==> src/hw/rtl/pta_pkg.sv <==
package pta_pkg;

  localparam int TableEntries = 16;
  localparam int SlotW = 4;
  localparam int CountW = 5;
  localparam int MinPacketLen = 32;

  localparam logic [1:0] ACT_ANNOUNCE = 2'd0;
  localparam logic [1:0] ACT_SWEEP    = 2'd1;
  localparam logic [1:0] ACT_CLEAR    = 2'd2;
  localparam logic [1:0] ACT_UNUSED   = 2'd3;

  localparam logic [1:0] ST_OK    = 2'd0;
  localparam logic [1:0] ST_SHORT = 2'd1;
  localparam logic [1:0] ST_MAGIC = 2'd2;
  localparam logic [1:0] ST_FULL  = 2'd3;

  localparam logic [1:0] EV_NONE    = 2'd0;
  localparam logic [1:0] EV_JOINED  = 2'd1;
  localparam logic [1:0] EV_UPDATED = 2'd2;
  localparam logic [1:0] EV_LEFT    = 2'd3;

  localparam logic [1:0] CFG_SELF_MAC = 2'd0;
  localparam logic [1:0] CFG_TIMEOUT  = 2'd1;
  localparam logic [1:0] CFG_MAGIC    = 2'd2;

  typedef struct packed {
    logic [47:0] addr;
    logic [7:0]  role;
    logic [7:0]  links;
    logic [15:0] version;
    logic [15:0] state_bits;
    logic [31:0] seen_time;
    logic [31:0] beats;
  } entry_t;

  typedef enum logic [2:0] {
    S_IDLE, S_SCAN, S_WRITE, S_SWEEP, S_LEFT, S_WAIT, S_EMIT
  } state_t;

endpackage

==> src/hw/rtl/peer_table_with_aging_core.sv <==
// Peer table with aging. Sixteen peer entries live in a synchronous memory with
// registered reads; valid and online marks are flip-flops, so reset and
// a clear item empty the table at once. An announce that passes the length,
// magic and own-address checks scans all slots, one memory read a cycle, to find
// a matching address, then writes the refreshed entry back, or a new entry in the
// lowest free slot, and then loads its result into the output register. A sweep
// first reads every slot and marks the stale entries offline, so that all of
// its results carry the final counts; it then reads each stale entry again and
// sends one "left" transfer for it, or a single result for a quiet sweep.
// While the output register holds a transfer that is not taken, the block waits
// before it can load the next result. The block works on one item at a time;
// in_tready is high only when it is idle, which is the cycle after the final
// result is loaded.
module peer_table_with_aging_core
  import pta_pkg::*;
(
  input  logic         clk,
  input  logic         rst_n,
  input  logic         in_tvalid,
  output logic         in_tready,
  // tdata from bit 0: now_time(32) packet_len(8) packet_magic(16) src_mac(48)
  // peer_role(8) peer_links(8) peer_fw(16) peer_flags(16)
  input  logic [151:0] in_tdata,
  // tuser: action(2)
  input  logic [1:0]   in_tuser,
  output logic         out_tvalid,
  input  logic         out_tready,
  // tdata from bit 0: status(2) slot_index(4) device_mac(48) online_count(5)
  // total_count(5)
  output logic [63:0]  out_tdata,
  // tuser: event_kind(2)
  output logic [1:0]   out_tuser,
  output logic         out_tlast,
  input  logic         cfg_we,
  input  logic [1:0]   cfg_index,
  input  logic [47:0]  cfg_wdata
);

  logic [47:0] self_mac_r;
  logic [31:0] timeout_r;
  logic [15:0] magic_r;

  always_ff @(posedge clk) begin
    if (!rst_n) begin
      self_mac_r <= '0;
      timeout_r  <= 32'd30000;
      magic_r    <= '0;
    end else if (cfg_we) begin
      case (cfg_index)
        CFG_SELF_MAC: self_mac_r <= cfg_wdata;
        CFG_TIMEOUT:  timeout_r  <= cfg_wdata[31:0];
        CFG_MAGIC:    magic_r    <= cfg_wdata[15:0];
        default: ;
      endcase
    end
  end

  // Entry memory.
  entry_t mem [TableEntries];
  entry_t rd_ent_r;
  logic [SlotW-1:0] rd_addr;
  logic mem_we;
  logic [SlotW-1:0] wr_addr;
  entry_t wr_data;

  always_ff @(posedge clk) begin
    if (mem_we) mem[wr_addr] <= wr_data;
    rd_ent_r <= mem[rd_addr];
  end

  logic [TableEntries-1:0] valid_r, valid_nxt, online_r, online_nxt;
  logic [TableEntries-1:0] stale_r, stale_nxt;   // entries a sweep took offline
  state_t state_r, state_nxt;
  logic [151:0] item_r;
  logic [1:0] act_r;
  logic [SlotW:0] cnt_r, cnt_nxt;       // read issue counter
  logic rdv_r, rdv_nxt;                 // rd_ent_r holds slot rslot_r
  logic [SlotW-1:0] rslot_r, rslot_nxt;
  logic hit_r, hit_nxt;
  logic [SlotW-1:0] hslot_r, hslot_nxt;
  entry_t hent_r, hent_nxt;
  logic joined_r, joined_nxt;

  logic ovalid_r, ovalid_nxt, olast_r, olast_nxt;
  logic [1:0] ost_r, ost_nxt, oev_r, oev_nxt;
  logic [SlotW-1:0] oslot_r, oslot_nxt;
  logic [47:0] omac_r, omac_nxt;
  logic [CountW-1:0] oon_r, oon_nxt, otot_r, otot_nxt;

  logic [31:0] item_now;
  logic [7:0]  item_len;
  logic [15:0] item_magic;
  logic [47:0] item_src;
  assign item_now   = item_r[31:0];
  assign item_len   = item_r[39:32];
  assign item_magic = item_r[55:40];
  assign item_src   = item_r[103:56];

  logic [SlotW-1:0] free_slot;
  logic free_any;
  always_comb begin
    free_slot = '0;
    free_any  = 1'b0;
    for (int i = TableEntries - 1; i >= 0; i--) begin
      if (!valid_r[i]) begin
        free_slot = SlotW'(i);
        free_any  = 1'b1;
      end
    end
  end

  // Lowest stale entry that still owes a "left" transfer.
  logic [SlotW-1:0] left_slot;
  always_comb begin
    left_slot = '0;
    for (int i = TableEntries - 1; i >= 0; i--) begin
      if (stale_r[i]) left_slot = SlotW'(i);
    end
  end

  logic [CountW-1:0] on_cnt, tot_cnt;
  always_comb begin
    on_cnt  = '0;
    tot_cnt = '0;
    for (int i = 0; i < TableEntries; i++) begin
      tot_cnt = tot_cnt + CountW'(valid_r[i]);
      on_cnt  = on_cnt + CountW'(valid_r[i] & online_r[i]);
    end
  end

  logic out_free;
  assign out_free = !ovalid_r || out_tready;
  logic [31:0] age;
  assign age = item_now - rd_ent_r.seen_time;

  always_comb begin
    state_nxt = state_r;
    valid_nxt = valid_r;
    online_nxt = online_r;
    stale_nxt = stale_r;
    cnt_nxt = cnt_r;
    rdv_nxt = 1'b0;
    rslot_nxt = rslot_r;
    hit_nxt = hit_r;
    hslot_nxt = hslot_r;
    hent_nxt = hent_r;
    joined_nxt = joined_r;
    ovalid_nxt = ovalid_r && !out_tready;
    olast_nxt = olast_r;
    ost_nxt = ost_r;
    oev_nxt = oev_r;
    oslot_nxt = oslot_r;
    omac_nxt = omac_r;
    oon_nxt = oon_r;
    otot_nxt = otot_r;
    rd_addr = cnt_r[SlotW-1:0];
    mem_we = 1'b0;
    wr_addr = hslot_r;
    wr_data = hent_r;
    in_tready = 1'b0;
    case (state_r)
      S_IDLE: begin
        in_tready = 1'b1;
        if (in_tvalid) begin
          cnt_nxt = '0;
          hit_nxt = 1'b0;
          joined_nxt = 1'b0;
          stale_nxt = '0;
          case (in_tuser)
            ACT_ANNOUNCE: state_nxt = S_SCAN;
            ACT_SWEEP:    state_nxt = S_SWEEP;
            ACT_CLEAR: begin
              valid_nxt = '0;
              online_nxt = '0;
              state_nxt = S_EMIT;
            end
            default: state_nxt = S_EMIT;
          endcase
        end
      end
      S_SCAN: begin
        if (item_len < 8'(MinPacketLen) || item_magic != magic_r ||
            item_src == self_mac_r) begin
          state_nxt = S_EMIT;
        end else begin
          if (rdv_r && valid_r[rslot_r] && !hit_r && rd_ent_r.addr == item_src) begin
            hit_nxt = 1'b1;
            hslot_nxt = rslot_r;
            hent_nxt = rd_ent_r;
          end
          if (!cnt_r[SlotW]) begin
            rdv_nxt = 1'b1;
            rslot_nxt = cnt_r[SlotW-1:0];
            cnt_nxt = cnt_r + (SlotW+1)'(1);
          end else if (!rdv_r) begin
            state_nxt = S_WRITE;
          end
        end
      end
      S_WRITE: begin
        if (hit_r || free_any) begin
          mem_we = 1'b1;
          wr_addr = hit_r ? hslot_r : free_slot;
          wr_data.addr = item_src;
          wr_data.role = item_r[111:104];
          wr_data.links = item_r[119:112];
          wr_data.version = item_r[135:120];
          wr_data.state_bits = item_r[151:136];
          wr_data.seen_time = item_now;
          wr_data.beats = (hit_r ? hent_r.beats : 32'd0) + 32'd1;
          valid_nxt[wr_addr] = 1'b1;
          online_nxt[wr_addr] = 1'b1;
          hslot_nxt = wr_addr;
          // A new entry or one that had gone offline reports joined.
          joined_nxt = !hit_r || !online_r[hslot_r];
        end
        state_nxt = S_EMIT;
      end
      S_SWEEP: begin
        // First pass: take every stale entry offline and remember it.
        if (rdv_r && valid_r[rslot_r] && online_r[rslot_r] && age > timeout_r) begin
          online_nxt[rslot_r] = 1'b0;
          stale_nxt[rslot_r] = 1'b1;
        end
        if (!cnt_r[SlotW]) begin
          rdv_nxt = 1'b1;
          rslot_nxt = cnt_r[SlotW-1:0];
          cnt_nxt = cnt_r + (SlotW+1)'(1);
        end else if (!rdv_r) begin
          state_nxt = S_LEFT;
        end
      end
      S_LEFT: begin
        // Second pass: fetch the address of the next stale entry.
        rd_addr = left_slot;
        if (stale_r == '0) begin
          state_nxt = S_EMIT;
        end else begin
          state_nxt = S_WAIT;
        end
      end
      S_WAIT: begin
        rd_addr = left_slot;
        if (out_free) begin
          stale_nxt[left_slot] = 1'b0;
          ovalid_nxt = 1'b1;
          olast_nxt = (stale_nxt == '0);
          ost_nxt = ST_OK;
          oev_nxt = EV_LEFT;
          oslot_nxt = left_slot;
          omac_nxt = rd_ent_r.addr;
          oon_nxt = on_cnt;
          otot_nxt = tot_cnt;
          state_nxt = (stale_nxt == '0) ? S_IDLE : S_LEFT;
        end
      end
      S_EMIT: begin
        if (out_free) begin
          ovalid_nxt = 1'b1;
          olast_nxt = 1'b1;
          ost_nxt = ST_OK;
          oev_nxt = EV_NONE;
          oslot_nxt = '0;
          omac_nxt = '0;
          oon_nxt = on_cnt;
          otot_nxt = tot_cnt;
          if (act_r == ACT_ANNOUNCE) begin
            if (item_len < 8'(MinPacketLen)) ost_nxt = ST_SHORT;
            else if (item_magic != magic_r) ost_nxt = ST_MAGIC;
            else if (item_src == self_mac_r) ost_nxt = ST_OK;
            else if (!hit_r && !joined_r) ost_nxt = ST_FULL;
            else begin
              oev_nxt = joined_r ? EV_JOINED : EV_UPDATED;
              oslot_nxt = hslot_r;
              omac_nxt = item_src;
            end
          end
          state_nxt = S_IDLE;
        end
      end
      default: state_nxt = S_IDLE;
    endcase
  end

  always_ff @(posedge clk) begin
    if (!rst_n) begin
      state_r <= S_IDLE;
      valid_r <= '0;
      online_r <= '0;
      stale_r <= '0;
      ovalid_r <= 1'b0;
      rdv_r <= 1'b0;
      cnt_r <= '0;
    end else begin
      state_r <= state_nxt;
      valid_r <= valid_nxt;
      online_r <= online_nxt;
      stale_r <= stale_nxt;
      ovalid_r <= ovalid_nxt;
      rdv_r <= rdv_nxt;
      cnt_r <= cnt_nxt;
    end
  end

  always_ff @(posedge clk) begin
    if (in_tvalid && in_tready) begin
      item_r <= in_tdata;
      act_r <= in_tuser;
    end
    rslot_r <= rslot_nxt;
    hit_r <= hit_nxt;
    hslot_r <= hslot_nxt;
    hent_r <= hent_nxt;
    joined_r <= joined_nxt;
    olast_r <= olast_nxt;
    ost_r <= ost_nxt;
    oev_r <= oev_nxt;
    oslot_r <= oslot_nxt;
    omac_r <= omac_nxt;
    oon_r <= oon_nxt;
    otot_r <= otot_nxt;
  end

  assign out_tvalid = ovalid_r;
  assign out_tlast  = olast_r;
  assign out_tuser  = oev_r;
  assign out_tdata  = {otot_r, oon_r, omac_r, oslot_r, ost_r};

`ifndef SYNTH
  a_ready_idle: assert property (@(posedge clk) disable iff (!rst_n)
    in_tready |-> state_r == S_IDLE) else $error("ready outside idle");
  a_out_hold: assert property (@(posedge clk) disable iff (!rst_n)
    ovalid_r && !out_tready |=> ovalid_r && $stable(out_tdata) && $stable(out_tuser)
      && $stable(out_tlast)) else $error("result changed while stalled");
  a_online_valid: assert property (@(posedge clk) disable iff (!rst_n)
    (online_r & ~valid_r) == '0) else $error("online without valid");
  a_counts: assert property (@(posedge clk) disable iff (!rst_n)
    ovalid_r |-> (oon_r <= otot_r) && (otot_r <= CountW'(TableEntries)))
    else $error("count out of range");
`endif

endmodule

==> config.mk <==
export PLATFORM = sky130hd
export DESIGN_NAME = peer_table_with_aging_core
export DESIGN_NICKNAME = d
export VERILOG_FILES = /design/src/hw/rtl/pta_pkg.sv /design/src/hw/rtl/peer_table_with_aging_core.sv
export SDC_FILE = /design/constraint.sdc
export NUM_CORES = 2
export LEC_CHECK = 0
export BUFFER_PORTS_ARGS = -buffer_cell sky130_fd_sc_hd__buf_4
export CAP_MARGIN = 20
export CORE_MARGIN = 4
export CORE_UTILIZATION = 45
export CTS_CLUSTER_DIAMETER = 100
export CTS_CLUSTER_SIZE = 12
export DETAILED_ROUTE_END_ITERATION = 16
export PLACE_DENSITY = 0.61
export SLEW_MARGIN = 0
export SYNTH_ARGS = -nofsm -noshare
export SYNTH_HDL_FRONTEND = slang
export SYNTH_SLANG_ARGS = --single-unit
==> constraint.sdc <==
create_clock -name clk -period 17.1 [get_ports clk]
set_clock_uncertainty 0.15 [all_clocks]
set_input_delay 0.855 -clock clk [delete_from_list [all_inputs] [get_ports clk]]
set_output_delay 0.855 -clock clk [all_outputs]
set_load 0.03 [all_outputs]
==> flow_summary.ini <==
[floorplan]
io_pins = 278
vert_die_dim_um = 406
num_rows = 145
die-area_sq_mm = 0.165
core_area_sq_mm = 0.157
start_util_pct = 45.5
die_w_um = 406

[pwr]
p_total_uw = 10900
power.density_cell_area_mw_per_mm2 = 136
power.clock.fraction_pct = 31.7
swShare_pct = 28.0
total_leakage_power_uw = 0.0265
share_seq_of_total_power_pct = 50.5
netSwitchingPower_uw = 3050
share_comb_of_total_power_pct = 17.8
power_report.internal_total_uw = 7860
vdd_ir_drop_max_uv = 118

[layout]
area_growth_from_synthesis_to_final_layout_pct = 12.5
finish.net_count = 4593
finish.instance_area_sq_mm = 0.0804
utilization_pct = 51.2
final_layout_size_suffix_gt1_share_pct = 21.2
layout.filler_cells = 12600

[synth]
synth_most_common_cell = sky130_fd_sc_hd__edfxtp_1
mean_post_synth_cell_area_sq_um = 17.8
synthAdderAreaFrac_pct = 1.88
synth_edf_count = 1538
yosysUniqueCellTypes = 79
post_synth_inst_count = 4014
asyncSetResetFlopFracSynth_pct = 0
synth-xor-area-share_pct = 1.72
syn-num-nets = 4318
synth-simple-area-share_pct = 3.79
synth-compound-area-share_pct = 4.07
postSynth.topFlopCell = sky130_fd_sc_hd__edfxtp_1
ys_seq_area_share_pct = 71.2
yosys.area.top_type = sky130_fd_sc_hd__edfxtp_1
synth.cells.most_frequent = sky130_fd_sc_hd__edfxtp_1 (1,538), sky130_fd_sc_hd__mux4_2 (332), sky130_fd_sc_hd__nand2_1 (284)
ys_ff_latch = 1772
ys_warn_count = 0
synth_top_family_by_area = multiplexers
synthesis.area_sq_mm = 0.0714
yosys-top-cells-area = sky130_fd_sc_hd__edfxtp_1 (65%), sky130_fd_sc_hd__mux4_2 (10%), sky130_fd_sc_hd__dfxtp_1 (6.6%), sky130_fd_sc_hd__mux2i_1 (3.4%), sky130_fd_sc_hd__nand2_1 (1.5%)
share_of_synthesized_area_spent_on_multiplexers_pct = 15.2
netlist.area_leader.share_pct = 64.7

[clock_network]
cts_hold_repair.buffers = 0
clock_path_buffers = 3
cts_post_setup_buffers_inserted = 0
cts_buffer_count = 167
cts_tree = yes
clk_pin_slew_ps = 70
cts_sinks = 1772
cts.htree.levels = 4
clk_latency_ps = 820
ctsRootBufferMaster = sky130_fd_sc_hd__clkbuf_16
cts_repair_resize_count = 0

[timing]
timing.final.crit_period_ps = 6280
finalHoldViolCount = 0
fin_setup_tns_ps = 0
fin_crit_sh_pct = 36.7
final-max-slew-violation-count = 0
setup-violations-final = 0
max-slew-margin-rel_pct = 23.8
worstMarginPinSlew_ps = 1140
unrepaired_setup_endpoints_after_global_routing = false
fmax_mhz = 159
fin_worst_hold_slack_ps = 74.9

[grt]
number_of_antenna_violations_at_the_first_check_in_global_routing = 15
grt_usage_pct = 22.7
via_count_of_the_first_global_routing_pass = 37800
grt_pass1_wl_um = 269000
global_route.overflow_total = 0
grt_max_degree = 117

[setup_path]
setup.worst_path.class = reg -> reg
critPathSlowestCell = sky130_fd_sc_hd__o41ai_2
timing.critical_path.max_delay_family = compound AO/OA/AOI/OAI gates
critPathBufInv = 2
crit_chain = inv_1 > ha_1 > inv_1 > fa_1 > a211oi_1 > nor2_1 > o211ai_1 > a31oi_1 > o21ai_0 > a21oi_1 > or4_1 > nand3_1 > ha_1 > and4_1 > nand4_1 > or4_1 > o41ai_2 > nor4_1 > o21a_1 > a211oi_1
critical_path.max_fanout = 16
cp-end-kind = flop
critical_path.max_stage_delay_ps = 930
startpoint_type = flop
cp_data_arrival_time_ps = 6850
timing.critical_path.required_ps = 17670

[place]
gp_routability_congestion = 0.880
dp_hpwl_um = 111000
placement.cell_area_sq_mm = 0.0755
number_of_port_buffers = 224

[route]
routedLengthMet1_um = 80600
post_drt_wl_per_cell_um = 29.0
top_layer_used = met5
routed-via-count = 38400
detailroute.wirelength.met3_um = 17400
detail-route-antenna-nets = 0
remaining_drc_errors = 0
drt_iter0_markers = 4449
routed_wirelength_um = 188000
met2_length_um = 86100
route.detailed.vias_per_inst = 5.92
drtPass1Iterations = 7

[flow_run]
max_cap_viol_count = 0

[run_status]
result_of_the_run = finished clean

[worst_hold_path]
min-delay-path-class = in -> reg
[power by group through the flow]
stage	clock [uW]	combinational (uW)	sequential [uW]
global placement	0	1910	5590
floorplan	0	1250	5550
detailed placement	0	1940	5600
finish	3460	1940	5510
global route	3730	2110	5530
CTS	3540	1950	5510
[kinds of logic (layout without fill, tap and decap cells)]
group,Yosys count,count (layout)
buffers and inverters,302,709
xor gates and xnor gates,140,140
adders and majority gates,95,95
DFF,1772,1772
other,0,5
and+or+nand+nor,594,594
muxes,658,658
AOI/OAI and AO/OA,453,453
[final cells by class]
class | instances | area (sq um) | area share (%)
clock buffer | 282 | 4630 | 5.76
inverter | 120 | 458 | 0.570
tap | 2058 | 2570 | 3.20
timing repair buffer | 288 | 2240 | 2.79
multi-input combinational | 1940 | 19300 | 24.0
sequential | 1772 | 50900 | 63.3
antenna | 5 | 12.5 | 0.0156
clock inverter | 19 | 297 | 0.369
[layout by cell type (no fill, tap or decap), drive strengths merged, types with 30 or more instances in the layout]
master,netlist,layout
a21oi,189,189
a22o,47,47
a31oi,37,37
buf,62,288
clkbuf,120,282
dfxtp,234,234
edfxtp,1538,1538
ha,74,74
inv,119,129
mux2,81,81
mux2i,242,242
mux4,335,335
nand2,284,284
nand3,42,42
nand4,30,30
nor2,108,108
nor3,30,30
o21ai,52,52
xnor2,85,85
xor2,55,55
[flip-flops by register name, indices dropped and copies added (netlist names), 2 cells and up]
register / count
omac_r: 48
online_r: 16
stale_r: 16
out_tuser: 2
act_r: 2
cnt_r: 5
timeout_r: 32
otot_r: 5
item_r: 99
valid_r: 16
hent_r: 80
self_mac_r: 48
rd_ent_r: 80
rslot_r: 4
ost_r: 2
hslot_r: 4
state_r: 3
oslot_r: 4
magic_r: 16
oon_r: 5
mem: 1280
[stage by stage]
stage          instances  worst slack [ps]
5_1_grt             6479             10410
2_1_floorplan       4014             11270
6_report            6484             10820
4_1_cts             6479             10890
3_3_place_gp        6176             10970
3_5_place_dp        6178             10890
[path summary, 6_finish.rpt]
path / to / depth (start not counted) / slack (ps) / startpoint
setup / recovery: online_r[0]$_SDFFE_PN0P_ / 20 / 10820 / item_r[0]$_DFFE_PP_
hold reg to reg: hent_r[33]$_DFFE_PP_ / 0 / 280 / rd_ent_r[33]$_DFF_P_
setup reg to reg: online_r[0]$_SDFFE_PN0P_ / 20 / 10820 / item_r[0]$_DFFE_PP_
hold / removal: item_r[37]$_DFFE_PP_ / 1 / 70 / in_tdata[37]
[metal layers]
layer  vias up  track usage, %
met5         -               0
met4        10            4.97
met3       257            5.13
met2      1603            34.8
met1     20100            33.4
li1      16400               -
Power figures use the tool's default switching activity.
